**src/rtl/core/eeg_pkg.sv**
```systemverilog
// Shared types and constants for the extended Euclidean GCD unit.
// Payload structs, field widths and the codes and buses of the shared arithmetic unit.
// No dependencies; compiled before every other file of the block.
package eeg_pkg;

  // Field widths
  localparam int OPND_W = 31;
  localparam int COEF_W = 32;
  localparam int CNT_W  = $clog2(OPND_W);

  // Shared arithmetic unit operations
  localparam logic ALU_SUB = 1'b0;
  localparam logic ALU_MUL = 1'b1;

  // Input transaction
  typedef struct packed {
    logic [OPND_W-1:0] operand_a;
    logic [OPND_W-1:0] operand_b;
  } eeg_in_t;

  // Result transaction
  typedef struct packed {
    logic        [OPND_W-1:0] divisor;
    logic signed [COEF_W-1:0] coeff_x;
    logic signed [COEF_W-1:0] coeff_y;
  } eeg_out_t;

  // Request to the shared arithmetic unit
  typedef struct packed {
    logic              op;
    logic [COEF_W-1:0] opa;
    logic [COEF_W-1:0] opb;
  } eeg_alu_ctl_t;

  // Answer from the shared arithmetic unit
  typedef struct packed {
    logic              borrow;
    logic [COEF_W-1:0] value;
  } eeg_alu_res_t;

endpackage

```
**src/rtl/core/extended_euclid_gcd_bezout_unit.sv**
```systemverilog
// Extended Euclidean unit: gcd(a, b) with Bezout coefficients x, y (a*x + b*y = gcd).
// One transaction at a time. Each quotient step runs the zero check, a restoring division over
// all 31 dividend bits and two multiply/subtract pairs; the last two use one shared unit.
// A new transaction is taken in the cycle after the result has been taken.
// Synchronous active-low reset returns the sequencer to idle; no clearing pass.
module extended_euclid_gcd_bezout_unit (
  input  logic              clk,
  input  logic              rst_n,
  input  logic              in_valid,
  output logic              in_stall,
  input  eeg_pkg::eeg_in_t  in_data,
  output logic              out_valid,
  input  logic              out_stall,
  output eeg_pkg::eeg_out_t out_data
);
  import eeg_pkg::*;

  // Sequencer codes
  localparam int         ST_W     = 3;
  localparam logic [ST_W-1:0] ST_IDLE  = 3'd0;
  localparam logic [ST_W-1:0] ST_CHECK = 3'd1;
  localparam logic [ST_W-1:0] ST_DIV   = 3'd2;
  localparam logic [ST_W-1:0] ST_MULS  = 3'd3;
  localparam logic [ST_W-1:0] ST_SUBS  = 3'd4;
  localparam logic [ST_W-1:0] ST_MULT  = 3'd5;
  localparam logic [ST_W-1:0] ST_SUBT  = 3'd6;
  localparam logic [ST_W-1:0] ST_DONE  = 3'd7;

  logic [ST_W-1:0]   state_r, state_nxt;
  logic [OPND_W-1:0] old_r_r, old_r_nxt;
  logic [OPND_W-1:0] r_r, r_nxt;
  logic [OPND_W-1:0] rem_r, rem_nxt;
  logic [OPND_W-1:0] quo_r, quo_nxt;
  logic [CNT_W-1:0]  cnt_r, cnt_nxt;
  logic [COEF_W-1:0] old_s_r, old_s_nxt;
  logic [COEF_W-1:0] s_r, s_nxt;
  logic [COEF_W-1:0] old_t_r, old_t_nxt;
  logic [COEF_W-1:0] t_r, t_nxt;
  logic [COEF_W-1:0] prod_r, prod_nxt;

  eeg_alu_ctl_t      alu_ctl;
  eeg_alu_res_t      alu_res;
  logic [COEF_W-1:0] div_opa;
  logic              div_bit;
  logic [OPND_W-1:0] div_rem;

  eeg_alu u_alu (
    .ctl (alu_ctl),
    .res (alu_res)
  );

  // Restoring division step: shift the next dividend bit into the partial remainder
  assign div_opa = {rem_r, quo_r[OPND_W-1]};
  assign div_bit = !alu_res.borrow;
  assign div_rem = div_bit ? alu_res.value[OPND_W-1:0] : div_opa[OPND_W-1:0];

  // Handshake and result
  assign in_stall         = (state_r != ST_IDLE);
  assign out_valid        = (state_r == ST_DONE);
  assign out_data.divisor = old_r_r;
  assign out_data.coeff_x = old_s_r;
  assign out_data.coeff_y = old_t_r;

  // Sequencer and datapath next state
  always_comb begin
    state_nxt = state_r;
    old_r_nxt = old_r_r;
    r_nxt     = r_r;
    rem_nxt   = rem_r;
    quo_nxt   = quo_r;
    cnt_nxt   = cnt_r;
    old_s_nxt = old_s_r;
    s_nxt     = s_r;
    old_t_nxt = old_t_r;
    t_nxt     = t_r;
    prod_nxt  = prod_r;
    alu_ctl.op  = ALU_SUB;
    alu_ctl.opa = div_opa;
    alu_ctl.opb = {1'b0, r_r};
    unique case (state_r)
      ST_IDLE: begin
        // Load operands and the identity coefficient rows
        if (in_valid) begin
          old_r_nxt = in_data.operand_a;
          r_nxt     = in_data.operand_b;
          old_s_nxt = COEF_W'(1);
          s_nxt     = '0;
          old_t_nxt = '0;
          t_nxt     = COEF_W'(1);
          state_nxt = ST_CHECK;
        end
      end
      ST_CHECK: begin
        // Finish on a zero remainder, otherwise start the next division
        if (r_r == '0) begin
          state_nxt = ST_DONE;
        end else begin
          rem_nxt   = '0;
          quo_nxt   = old_r_r;
          cnt_nxt   = CNT_W'(OPND_W - 1);
          state_nxt = ST_DIV;
        end
      end
      ST_DIV: begin
        rem_nxt = div_rem;
        quo_nxt = {quo_r[OPND_W-2:0], div_bit};
        cnt_nxt = cnt_r - 1'b1;
        // Last bit: advance the remainder pair
        if (cnt_r == '0) begin
          old_r_nxt = r_r;
          r_nxt     = div_rem;
          state_nxt = ST_MULS;
        end
      end
      ST_MULS: begin
        alu_ctl.op  = ALU_MUL;
        alu_ctl.opa = {1'b0, quo_r};
        alu_ctl.opb = s_r;
        prod_nxt    = alu_res.value;
        state_nxt   = ST_SUBS;
      end
      ST_SUBS: begin
        alu_ctl.opa = old_s_r;
        alu_ctl.opb = prod_r;
        old_s_nxt   = s_r;
        s_nxt       = alu_res.value;
        state_nxt   = ST_MULT;
      end
      ST_MULT: begin
        alu_ctl.op  = ALU_MUL;
        alu_ctl.opa = {1'b0, quo_r};
        alu_ctl.opb = t_r;
        prod_nxt    = alu_res.value;
        state_nxt   = ST_SUBT;
      end
      ST_SUBT: begin
        alu_ctl.opa = old_t_r;
        alu_ctl.opb = prod_r;
        old_t_nxt   = t_r;
        t_nxt       = alu_res.value;
        state_nxt   = ST_CHECK;
      end
      ST_DONE: begin
        // Hold the result until taken
        if (!out_stall) begin
          state_nxt = ST_IDLE;
        end
      end
      default: begin
        state_nxt = ST_IDLE;
      end
    endcase
  end

  // Control state
  always_ff @(posedge clk) begin
    if (!rst_n) begin
      state_r <= ST_IDLE;
    end else begin
      state_r <= state_nxt;
    end
  end

  // Datapath registers
  always_ff @(posedge clk) begin
    old_r_r <= old_r_nxt;
    r_r     <= r_nxt;
    rem_r   <= rem_nxt;
    quo_r   <= quo_nxt;
    cnt_r   <= cnt_nxt;
    old_s_r <= old_s_nxt;
    s_r     <= s_nxt;
    old_t_r <= old_t_nxt;
    t_r     <= t_nxt;
    prod_r  <= prod_nxt;
  end

  // An accepted transaction always starts with the zero-remainder check
  a_accept_check: assert property (@(posedge clk) disable iff (!rst_n)
    (in_valid && !in_stall) |=> (state_r == ST_CHECK))
    else $error("accepted transaction did not enter the check state");

  // Partial remainder stays below the divisor during division
  a_rem_bound: assert property (@(posedge clk) disable iff (!rst_n)
    (state_r == ST_DIV) |-> (rem_r < r_r))
    else $error("partial remainder not below divisor");

  // A result is only offered once the remainder has reached zero
  a_done_zero: assert property (@(posedge clk) disable iff (!rst_n)
    out_valid |-> (r_r == '0))
    else $error("result offered with nonzero remainder");

  // No new transaction is taken while a result is waiting
  a_no_overlap: assert property (@(posedge clk) disable iff (!rst_n)
    out_valid |-> in_stall)
    else $error("input accepted while result pending");

endmodule

```
**src/rtl/core/eeg_alu.sv**
```systemverilog
// Shared arithmetic unit of the extended Euclidean GCD unit.
// One subtractor with borrow out and one truncating multiplier; depends on eeg_pkg.
module eeg_alu (
  input  eeg_pkg::eeg_alu_ctl_t ctl,
  output eeg_pkg::eeg_alu_res_t res
);
  import eeg_pkg::*;

  logic [COEF_W:0]     diff;
  logic [2*COEF_W-1:0] prod_full;

  // Subtract with borrow, and multiply keeping the low word (same for signed and unsigned)
  assign diff      = {1'b0, ctl.opa} - {1'b0, ctl.opb};
  assign prod_full = ctl.opa * ctl.opb;

  // Select the result of the requested operation
  always_comb begin
    unique case (ctl.op)
      ALU_SUB: begin
        res.borrow = diff[COEF_W];
        res.value  = diff[COEF_W-1:0];
      end
      ALU_MUL: begin
        res.borrow = 1'b0;
        res.value  = prod_full[COEF_W-1:0];
      end
      default: begin
        res.borrow = 1'b0;
        res.value  = '0;
      end
    endcase
  end

endmodule

```
**config.mk**
```make
export PLATFORM = sky130hd
export DESIGN_NAME = extended_euclid_gcd_bezout_unit
export DESIGN_NICKNAME = d
export VERILOG_FILES = /design/src/rtl/core/eeg_pkg.sv /design/src/rtl/core/extended_euclid_gcd_bezout_unit.sv /design/src/rtl/core/eeg_alu.sv
export SDC_FILE = /design/constraint.sdc
export NUM_CORES = 2
export LEC_CHECK = 0
export BUFFER_PORTS_ARGS = -buffer_cell sky130_fd_sc_hd__buf_2
export CORE_MARGIN = 1.5
export CORE_UTILIZATION = 55
export DETAILED_ROUTE_END_ITERATION = 16
export GPL_TIMING_DRIVEN = 1
export PLACE_DENSITY = 0.7
export SLEW_MARGIN = 20
export SYNTH_ARGS = -nofsm -noshare
export SYNTH_HDL_FRONTEND = slang
export SYNTH_HIERARCHICAL = 1
export SYNTH_SLANG_ARGS = --single-unit
```
**constraint.sdc**
```tcl
create_clock -name clk -period 23.1 [get_ports clk]
set_clock_uncertainty 0.1 [all_clocks]
set_input_delay 1.155 -clock clk [delete_from_list [all_inputs] [get_ports clk]]
set_output_delay 1.155 -clock clk [all_outputs]
set_load 0.05 [all_outputs]
```
==> flow_summary.toml <==
[status]
status = "completed"

[die]
core-area_sq_um = 56600
die_area_sq_um = 58800
dieHeight_um = 243
start_util_pct = 55.8
fp.dieW_um = 243
rows = 87
num_io_pins = 163

[sta]
maxSlewHeadroom_pct = 23.1
finalMaxSlewViolations = 0
rsz0062_at_grt = "false"
fin_crit_sh_pct = 46.8
setup_violations = 0
setup_tns_ps = 0
hold_viol = 0
period_needed_ps = 10810
clock.fmax_mhz = 92.5
max_slew.worst_pin.slew_ps = 1150

[critical_path]
crit_path_frequent_cell = "fa_1"
worstPathMaxFanout = 41
critPathKind = "flip-flop to flip-flop"
worstPathRequired_ps = 23320
end_kind = "flip-flop"
r2r_end = "r_r[30]"
reg2reg_slack_ps = 12290
r2r-start = "state_r[1]"
cp-start-kind = "flip-flop"
r2r_cells = 32
crit_path_max_incr_delay_ps = 980
arrival_ps = 11030
slowest_stage = "a221o_1"

[route]
via_per_inst = 5.89
drt_iter0_markers = 2092
vias = 24100
ant_nets = 0
drc = 0
routed_wl_mm = 93.0
first_pass_iters = 5
wl_per_cell_um = 22.7

[placed_design]
place.gp.congestion = 0.950
dp_hpwl_mm = 68.5
portBuffers = 162
dpl-instance-area_sq_um = 33200

[clock_tree]
root_buffer = "clkbuf_16"
clock_sinks = 292
htree_levels = 1
hold_buffers = 0
cts_buffers = 26
ctsLongestPathBuffers = 3
clk_latency_ps = 560
cts_setup_buffers = 0
cts_tree = "built"
post_cts_resized = 0
path_clk_slew_ps = 70

[yosys]
synth.yosys.seq_area_share_pct = 27.7
yosys-top-cells-count = "565 x nand2_1, 436 x inv_1, 409 x fa_1"
synth_seq_cells = 292
synth_enable_flop_cells = 289
synth_xor_area_share_pct = 2.87
synth.area.mux_share_pct = 3.08
avgSynthCellArea_sq_um = 9.72
synthArstFlopShare_pct = 0
ys_warn_count = 6
yosys.area_share.adder_pct = 32.8
synthFlopType = "edfxtp_1"
yosysMostFrequentCell = "nand2_1"
synth_compound_area_share_pct = 8.25
syn_area_sq_um = 31600
synth_simple_gate_area_share_pct = 17.6
synthCells = 3247
yosys.cell_types.count = 69
synthTopCellsByArea = "edfxtp_1 27%, fa_1 26%, and2_1 7.1%"
netlist.area_leader.share_pct = 27.5
synth_top_family_by_area = "adder cells"
synth_fp_nets = 3895
yosysTopAreaCell = "edfxtp_1"

[global_route]
grt_pass1_wl_mm = 146
grt_pass1_vias = 25400
grt_max_degree = 79
overflow = 0
antenna_found_initial = 0
grtUsageTotal_pct = 32.2

[cells_and_area]
diodes = 0
final_core_util_pct = 60.1
final_layout_size_suffix_gt1_share_pct = 8.90
nFillCells = 4841
design_area_sq_um = 34000
num-nets-final = 3966
syn_to_final_growth_pct = 7.71

[hold_path]
whs_endpoint = "quo_r[7]"
min_from = "old_r_r[7]"
hold_path.class = "flip-flop to flip-flop"
holdPathStages = 2

[job]
cap_violations = 0
worst max-delay path: cells and delay by family (launching register included):
family | cells | cell delay (ps)
and+or+nand+nor | 4 | 620
adders and majority gates | 9 | 4210
muxes | 2 | 440
buffers and inverters | 7 | 1610
xor gates and xnor gates | 1 | 200
DFF | 1 | 720
AOI/OAI and AO/OA | 9 | 2580
cell type report:
class,instances,area (sq um),area share [%]
Multi-Input combinational cell,2338,20500,60.4
Tap cell,756,946,2.78
Clock buffer,30,687,2.02
Sequential cell,292,8750,25.7
Timing Repair Buffer,223,1290,3.79
Clock inverter,16,153,0.449
Inverter,437,1640,4.82
kinds of logic (layout without fill, tap and decap cells):
group,Yosys count,in the layout
compound gates,392,392
xor+xnor,102,102
fa+ha+maj,582,582
buf+inv,617,706
flops,292,292
mux,97,97
simple gates,1165,1165
layer usage:
layer | routed length (um) | vias up | track usage [%]
li1 | - | 10500 | -
met1 | 38000 | 12100 | 45.3
met2 | 42300 | 1259 | 51.1
met3 | 9380 | 207 | 5.16
met4 | 3290 | 0 | 11.0
met5 | 0 | - | 0
how the worst max path moves through the flow:
| stage | startpoint | endpoint | cells after the start |
|---|---|---|---|
| final | state_r[1] | r_r[30] | 32 |
| after global routing | state_r[1] | r_r[27] | 31 |
| after CTS | state_r[1] | r_r[27] | 31 |
| after detailed placement | state_r[1] | r_r[27] | 31 |
| after global placement | state_r[1] | r_r[27] | 31 |
| after floorplan | state_r[0] | r_r[30] | 32 |
stage by stage:
step	instances	worst slack (ps)	hold slack (ps)
2_1_floorplan	3247	14810	408
3_3_place_gp	4045	12580	415
3_5_place_dp	4046	12500	426
4_1_cts	4092	12430	445
5_1_grt	4092	11740	467
6_report	4092	12290	439
registers in the layout (all words and copies together), names as in the netlist:
name,count
r_r,31
rem_r,31
state_r,3
s_r,32
old_s_r,32
old_r_r,31
prod_r,32
t_r,32
quo_r,31
cnt_r,5
old_t_r,32
layout by cell type (no fill, tap or decap), types with 5 or more instances in the layout:
master     count
nand2_1      564
inv_1        436
fa_1         409
and2_1       356
edfxtp_1     289
ha_1         173
buf_2        162
nor2_1       127
mux2i_1       96
o21ai_0       91
a21oi_1       76
xnor2_1       69
buf_4         60
a21o_1        55
nand2b_1      39
o211ai_1      38
a221o_1       32
xor2_1        31
clkbuf_16     27
o21a_1        17
o21ai_1       14
nor3_1        12
nand3_1       11
or3_1          9
a31oi_1        8
clkinv_1       8
and3_1         7
nor4_1         7
o21ai_4        6
nand4_1        6
a211o_1        6
o31ai_1        6
o22ai_1        5
nor2b_1        5
a211oi_1       5
Power is left out: the tool's default activity adds up to more than one toggle a clock period on the data nets, which glitch-free logic cannot reach.
